$ cat src/rtl/tmps_pkg.sv
`timescale 1ns / 1ps
// ----------------------------------------------------------------------------
// tmps_pkg: shared types and constants
// Widths of the cell values and path sums, and the control structs that pass
// from the top level to the row queue and from the row queue to its cells.
// ----------------------------------------------------------------------------
package tmps_pkg;

  localparam int CELL_W = 8;
  localparam int SUM_W  = 16;

  typedef logic [CELL_W-1:0] cell_t;
  typedef logic [SUM_W-1:0]  sum_t;

  // Command from the top level to the row queue.
  typedef struct packed {
    logic clear;
    logic push;
    logic pop;
  } q_cmd_t;

  // Per-entry control from the row queue to one of its cells.
  typedef struct packed {
    logic shift;
    logic load;
  } cell_ctl_t;

endpackage

$ cat src/rtl/tmps_cell.sv
`timescale 1ns / 1ps
// ----------------------------------------------------------------------------
// tmps_cell: one entry of the row queue
// Holds one path sum. It either keeps it, takes its upstream neighbor's sum
// when the queue advances, or loads the newly computed sum.
// ----------------------------------------------------------------------------
module tmps_cell
  import tmps_pkg::*;
(
  input  logic      clk,
  input  cell_ctl_t ctl,
  input  sum_t      neighbor_sum,
  input  sum_t      push_sum,
  output sum_t      sum_q
);

  sum_t data_r;
  sum_t data_nxt;

  always_comb begin
    if (ctl.load) begin
      data_nxt = push_sum;
    end else if (ctl.shift) begin
      data_nxt = neighbor_sum;
    end else begin
      data_nxt = data_r;
    end
  end

  always_ff @(posedge clk) begin
    data_r <= data_nxt;
  end

  assign sum_q = data_r;

endmodule

$ cat src/rtl/tmps_row_queue.sv
`timescale 1ns / 1ps
// ----------------------------------------------------------------------------
// tmps_row_queue: chain of cells holding the previous row's path sums
// The previous row is consumed from the head in column order while the
// current row's sums are appended behind it, so a shifting queue replaces
// the addressed row buffer.
// ----------------------------------------------------------------------------
module tmps_row_queue
  import tmps_pkg::*;
#(
  parameter int DEPTH = 16
) (
  input  logic   clk,
  input  logic   rst_n,
  input  q_cmd_t cmd,
  input  sum_t   push_sum,
  output sum_t   head_sum
);

  localparam int CNT_W = $clog2(DEPTH + 1);

  logic [CNT_W-1:0] count_r;
  logic [CNT_W-1:0] count_nxt;
  sum_t             cell_sum [DEPTH];

  always_comb begin
    if (cmd.clear) begin
      count_nxt = '0;
    end else begin
      count_nxt = count_r + CNT_W'(cmd.push) - CNT_W'(cmd.pop);
    end
  end

  always_ff @(posedge clk) begin
    if (!rst_n) begin
      count_r <= '0;
    end else begin
      count_r <= count_nxt;
    end
  end

  for (genvar i = 0; i < DEPTH; i++) begin : g_cell
    cell_ctl_t ctl;
    sum_t      neighbor;

    always_comb begin
      ctl.shift = cmd.pop;
      if (cmd.pop) begin
        ctl.load = cmd.push && (count_r == CNT_W'(i + 1));
      end else begin
        ctl.load = cmd.push && (count_r == CNT_W'(i));
      end
    end

    if (i == DEPTH - 1) begin : g_tail
      assign neighbor = push_sum;
    end else begin : g_body
      assign neighbor = cell_sum[i+1];
    end

    tmps_cell u_cell (
      .clk          (clk),
      .ctl          (ctl),
      .neighbor_sum (neighbor),
      .push_sum     (push_sum),
      .sum_q        (cell_sum[i])
    );
  end

  assign head_sum = cell_sum[0];

endmodule

$ cat src/rtl/triangle_max_path_sum.sv
`timescale 1ns / 1ps
// Latency: the result item is valid in the cycle after the last cell is accepted.
// Throughput: one cell item per clock cycle unless a result waits on a stalled
// receiver; the next triangle may start in the cycle after the previous last cell.
// Reset (rst_n low, synchronous) clears position counters, running best, error
// flag and queue fill; the stored sums need no clearing, so there is no sweep.
// ----------------------------------------------------------------------------
// triangle_max_path_sum: streaming maximum path sum of a number triangle
// Cells arrive in row-major order. The previous row's best path sums sit in a
// chain of cells that works as a queue: each interior cell item pops the sum
// above it from the head, each valid cell item pushes its own new sum at the
// tail, and one add, at most two compares and one queue step finish every cell.
// ----------------------------------------------------------------------------
module triangle_max_path_sum
  import tmps_pkg::*;
#(
  parameter int MAX_ROWS = 16
) (
  input  logic        clk,
  input  logic        rst_n,
  input  logic        in_valid,
  output logic        in_ready,
  input  logic [7:0]  in_cell_value,
  input  logic        in_row_end,
  input  logic        in_triangle_end,
  output logic        out_valid,
  input  logic        out_ready,
  output logic [15:0] out_best_sum,
  output logic        out_shape_error
);

  // Position counters must hold MAX_ROWS itself, since both saturate there.
  localparam int IDX_W = $clog2(MAX_ROWS + 1);
  localparam logic [IDX_W-1:0] ROW_LIMIT = IDX_W'(MAX_ROWS);

  logic [IDX_W-1:0] col_r, col_nxt;
  logic [IDX_W-1:0] row_r, row_nxt;
  sum_t             left_r, left_nxt;
  sum_t             best_r, best_nxt;
  logic             err_r, err_nxt;

  logic             out_valid_r, out_valid_nxt;
  sum_t             out_sum_r, out_sum_nxt;
  logic             out_err_r, out_err_nxt;

  logic             accept;
  logic             last_cell;
  logic             bad_pos;
  logic             interior;
  logic             update;
  sum_t             head_sum;
  sum_t             parent;
  sum_t             new_sum;
  sum_t             best_upd;
  q_cmd_t           q_cmd;

  // A waiting result blocks the input only while the receiver stalls: the
  // output register is refilled in the same cycle that its old item is taken.
  assign in_ready  = !out_valid_r || out_ready;
  assign accept    = in_valid && in_ready;
  assign last_cell = in_row_end || in_triangle_end;

  // A cell past the row's right edge, or after the last allowed row, is a
  // shape error and does not touch the sums.
  assign bad_pos  = (row_r >= ROW_LIMIT) || (col_r > row_r);
  assign update   = accept && !err_r && !bad_pos;

  // Columns left of the right edge have a parent directly above, which sits
  // at the queue head. The left parent is zero at the start of each row, so
  // the left-edge cell naturally takes only the parent above it.
  assign interior = col_r < row_r;

  always_comb begin
    if (interior) begin
      parent = (head_sum > left_r) ? head_sum : left_r;
    end else begin
      parent = left_r;
    end
    new_sum = parent + sum_t'(in_cell_value);

    if ((col_r == '0) || (new_sum > best_r)) begin
      best_upd = new_sum;
    end else begin
      best_upd = best_r;
    end
  end

  always_comb begin
    q_cmd.clear = accept && in_triangle_end;
    q_cmd.push  = update;
    q_cmd.pop   = update && interior;
  end

  tmps_row_queue #(
    .DEPTH (MAX_ROWS)
  ) u_row_queue (
    .clk      (clk),
    .rst_n    (rst_n),
    .cmd      (q_cmd),
    .push_sum (new_sum),
    .head_sum (head_sum)
  );

  // Position, running best and error tracking.
  always_comb begin
    col_nxt  = col_r;
    row_nxt  = row_r;
    left_nxt = left_r;
    best_nxt = best_r;
    err_nxt  = err_r;

    if (accept && !err_r) begin
      if (bad_pos || (last_cell && (col_r != row_r))) begin
        err_nxt = 1'b1;
      end
    end

    if (update) begin
      left_nxt = head_sum;
      best_nxt = best_upd;
    end

    if (accept) begin
      priority if (in_triangle_end) begin
        col_nxt  = '0;
        row_nxt  = '0;
        left_nxt = '0;
        best_nxt = '0;
        err_nxt  = 1'b0;
      end else if (in_row_end) begin
        col_nxt  = '0;
        left_nxt = '0;
        if (row_r < ROW_LIMIT) begin
          row_nxt = row_r + IDX_W'(1);
        end
      end else if (col_r < ROW_LIMIT) begin
        col_nxt = col_r + IDX_W'(1);
      end
    end
  end

  // Result register: one item per triangle, on its last cell.
  always_comb begin
    out_valid_nxt = out_valid_r;
    out_sum_nxt   = out_sum_r;
    out_err_nxt   = out_err_r;

    if (out_ready) begin
      out_valid_nxt = 1'b0;
    end

    if (accept && in_triangle_end) begin
      out_valid_nxt = 1'b1;
      if (err_r || bad_pos || (col_r != row_r)) begin
        out_sum_nxt = '0;
        out_err_nxt = 1'b1;
      end else begin
        out_sum_nxt = best_upd;
        out_err_nxt = 1'b0;
      end
    end
  end

  always_ff @(posedge clk) begin
    if (!rst_n) begin
      col_r       <= '0;
      row_r       <= '0;
      left_r      <= '0;
      best_r      <= '0;
      err_r       <= 1'b0;
      out_valid_r <= 1'b0;
    end else begin
      col_r       <= col_nxt;
      row_r       <= row_nxt;
      left_r      <= left_nxt;
      best_r      <= best_nxt;
      err_r       <= err_nxt;
      out_valid_r <= out_valid_nxt;
    end
  end

  always_ff @(posedge clk) begin
    out_sum_r <= out_sum_nxt;
    out_err_r <= out_err_nxt;
  end

  assign out_valid       = out_valid_r;
  assign out_best_sum    = out_sum_r;
  assign out_shape_error = out_err_r;

endmodule
$ cat config.mk
export PLATFORM = sky130hd
export DESIGN_NAME = triangle_max_path_sum
export DESIGN_NICKNAME = d
export VERILOG_FILES = /design/src/rtl/tmps_pkg.sv /design/src/rtl/tmps_cell.sv /design/src/rtl/tmps_row_queue.sv /design/src/rtl/triangle_max_path_sum.sv
export SDC_FILE = /design/constraint.sdc
export NUM_CORES = 1
export LEC_CHECK = 0
export BUFFER_PORTS_ARGS = -buffer_cell sky130_fd_sc_hd__buf_4
export CAP_MARGIN = 20
export CORE_ASPECT_RATIO = 1.75
export CORE_MARGIN = 2
export CORE_UTILIZATION = 30
export CTS_CLUSTER_DIAMETER = 50
export DETAILED_ROUTE_END_ITERATION = 10
export PLACE_DENSITY = 0.44
export SYNTH_ARGS = -nofsm -noshare
export SYNTH_HDL_FRONTEND = slang
export SYNTH_SLANG_ARGS = --single-unit
export TNS_END_PERCENT = 50
$ cat constraint.sdc
create_clock -name clk -period 7.25 [get_ports clk]
set_clock_uncertainty 0.1 [all_clocks]
set_input_delay 1.0875 -clock clk [delete_from_list [all_inputs] [get_ports clk]]
set_output_delay 1.0875 -clock clk [all_outputs]
set_load 0.1 [all_outputs]
==> flow_summary.ini <==
[synth]
synth_top_area_cell = edfxtp_1
synthTopCellsByCount = edfxtp_1, mux2_2, nand2_1
ys_seq_elements = 322
postSynthAreaPerCell_um2 = 13.24
postSynthCellCount = 1184
synth.area.top_cells = edfxtp_1, mux2_2, dfxtp_1, ha_1, nand2_1
synthesis.nets = 1257
synth_top_area_share_pct = 52.30
synthDistinctLibCells = 71
ys_seq_area_share_pct = 58.56
synth_edf_count = 273
synth_ff_type = edfxtp_1
ys_warn_count = 0
netlist_area_um2 = 15670
yosysMostFrequentCell = edfxtp_1
async_reset_ff_share_pct = 0

[cells_and_area]
fin_area_um2 = 18150
nets = 1329
n_antenna_cell = 0
fillers = 5075
area.growth.synth_to_final_pct = 15.78
drive_gt1_share_pct = 32.84

[clock_tree]
clock_path_buffers = 3
cts_tree = done
clk_latency_ps = 530
cts.clk_slew.worst_paths_ps = 60
clock_sink_count = 322
root_buffer = clkbuf_16
htree_levels = 2
postCtsHoldBufs = 0
post_cts_resized = 0
post-cts-setup-buffer-count = 0
cts_made_buffers = 35

[timing]
max_slew_margin_pct = 31.95
period_minus_slack_ps = 6820
drv_slew = 0
worst_pin_slew_ps = 1018
setup_viol = 0
fin_crit_sh_pct = 94.07
hold_viol = 0
setup_tns_ps = 0
rsz0062_at_grt = false
fmax_mhz = 146.6

[power]
switching_power_mw = 1.519
pwr-share-seq_pct = 43.9
ir_worst_vdd_mv = 0.1285
swShare_pct = 29.91
power.clock.fraction_pct = 35.2
power_density_nw_per_um2 = 279.8
internal_power_mw = 3.559
combPwrFrac_pct = 21.0
leakage_nw = 6.240

[placed_design]
routabilityCongestion = 0.8828
io_buffers = 32
dp_hpwl_mm = 29.55
place_area_um2 = 16990

[worst_setup_path]
startpoint = u_row_queue.g_cell[0].u_cell.sum_q[14]
path_common_cell = ha_1
critPathTopFamily = simple AND/OR/NAND/NOR gates
crit_buf_inv = 3
critPathArrivalTime_ps = 7120
crit_path_max_incr_delay_ps = 640
cp.required_ps = 7550
crit_path_start_kind = flip-flop
cp_max_fo = 13
cp_slowest_cell = or4_4
r2r_start = u_row_queue.g_cell[0].u_cell.sum_q[14]
crit_path_end_kind = flip-flop
crit_type = flip-flop to flip-flop

[floorplan]
io_pins = 33
fp.dieW_um = 176.8
core_area_um2 = 51470
die_h_um = 306.4
rows = 110
die_area_um2 = 54160
start_util_pct = 30.45

[route]
wire_per_inst_um = 20.84
antenna_left = 0
drt_iter0_markers = 486
drtPass1Iterations = 4
routed_wl_mm = 40.72
num_vias = 9491
drt-vias-per-instance = 4.857
drc_errors = 0

[global_routing]
grt_max_degree = 23
grt_pass1_wl_mm = 61.46
grt.total_usage_pct = 15.16
first_global_vias = 10117
grt_overflow = 0
antenna_found_initial = 0

[flow_run]
max_cap_violations = 0

[worst_hold_path]
hp-start = left_r[4]
hold_path_class = flip-flop to flip-flop

[run_status]
status = finished, final reports clean
-- placed cells by master (no fill, tap or decap), types with 4 or more instances in the layout --
cell / instances
o211ai_1: 13
o211ai_2: 5
clkinv_1: 7
mux2_2: 228
o21ai_0: 34
nand3_1: 7
nand4_1: 13
nor2_1: 40
o21a_1: 8
nor2_2: 9
and2_1: 6
or3_1: 6
nor2b_1: 8
dfxtp_1: 49
a21oi_1: 56
clkbuf_1: 9
edfxtp_1: 273
nor3_1: 18
o21ai_2: 4
a31o_2: 7
o21ai_1: 19
nand2_1: 109
a211oi_1: 7
mux2i_1: 8
ha_1: 57
and3_1: 5
clkbuf_16: 37
buf_4: 89
xnor2_1: 7
xor2_1: 5
a21o_1: 5
inv_1: 56
-- tightest hold or removal path, cell delays in order (launching register included) --
cell,delay [ps]
dfxtp_1,310
nand2_1,50
a21oi_1,50
-- metrics by stage --
stage | total power [mW] | worst slack (ps) | utilization [%] | hold WS (ps) | instances
after floorplan | 2.911 | 768.9 | - | 336.3 | 1184
after global placement | 3.343 | 121.2 | 33.00 | 341.2 | 1890
after detailed placement | 3.348 | 186.0 | 33.00 | 352.2 | 1890
after CTS | 5.172 | 178.0 | 35.20 | 360.7 | 1953
after global routing | 5.317 | 15.78 | 35.26 | 390.3 | 1954
final | 5.078 | 429.8 | 35.26 | 357.7 | 1954
-- layout make-up --
class	count	area, µm²	area share, %
Clock buffer	46	959.7	5.288
Sequential cell	322	9179	50.58
Clock inverter	17	172.7	0.9515
Tap cell	672	840.8	4.633
Timing Repair Buffer	92	723.2	3.985
Multi-Input combinational cell	747	6052	33.35
Inverter	58	220.2	1.213
-- power groups by stage --
stage / Clock, mW / Combinational (mW) / Sequential, mW
4_1_cts: 1.86 / 1.09 / 2.23
3_3_place_gp: 0 / 1.08 / 2.27
5_1_grt: 1.91 / 1.17 / 2.24
3_5_place_dp: 0 / 1.08 / 2.27
6_report: 1.79 / 1.07 / 2.23
2_1_floorplan: 0 / 0.606 / 2.30
-- kinds of logic after synthesis --
| family | synth area share (%) |
|---|---|
| xor gates and xnor gates | 0.8382 |
| adders and majority gates | 4.806 |
| AOI/OAI and AO/OA | 8.206 |
| DFF | 58.56 |
| buffers and inverters | 3.041 |
| muxes | 17.04 |
| and+or+nand+nor | 7.512 |
-- state kept, by name (all words and copies together), names as in the netlist --
register	cells
u_row_queue.count_r	5
out_shape_error	1
best_r	16
col_r	5
u_row_queue.g_cell.u_cell.sum_q	256
err_r	1
row_r	5
left_r	16
out_best_sum	16
out_valid	1
-- final timing paths --
| check | endpoint | slack [ps] | depth (start not counted) |
|---|---|---|---|
| hold reg to reg | left_r[4] | 360 | 2 |
| setup reg to reg | out_best_sum[8] | 430 | 26 |
| setup / recovery | out_best_sum[8] | 430 | 26 |
| hold / removal | left_r[4] | 360 | 2 |
-- routing by layer --
metal  track usage, %  vias up  part of all wire, %  wire length, µm
met1            14.92     4729                   35            14070
met5                0        -                    0                0
met4            6.631        0                  4.1             1679
met2            30.87      138                   58            23720
met3            1.612       74                  3.1             1253
li1                 -     4550                    -                -
(Power assumes the default switching activity.)
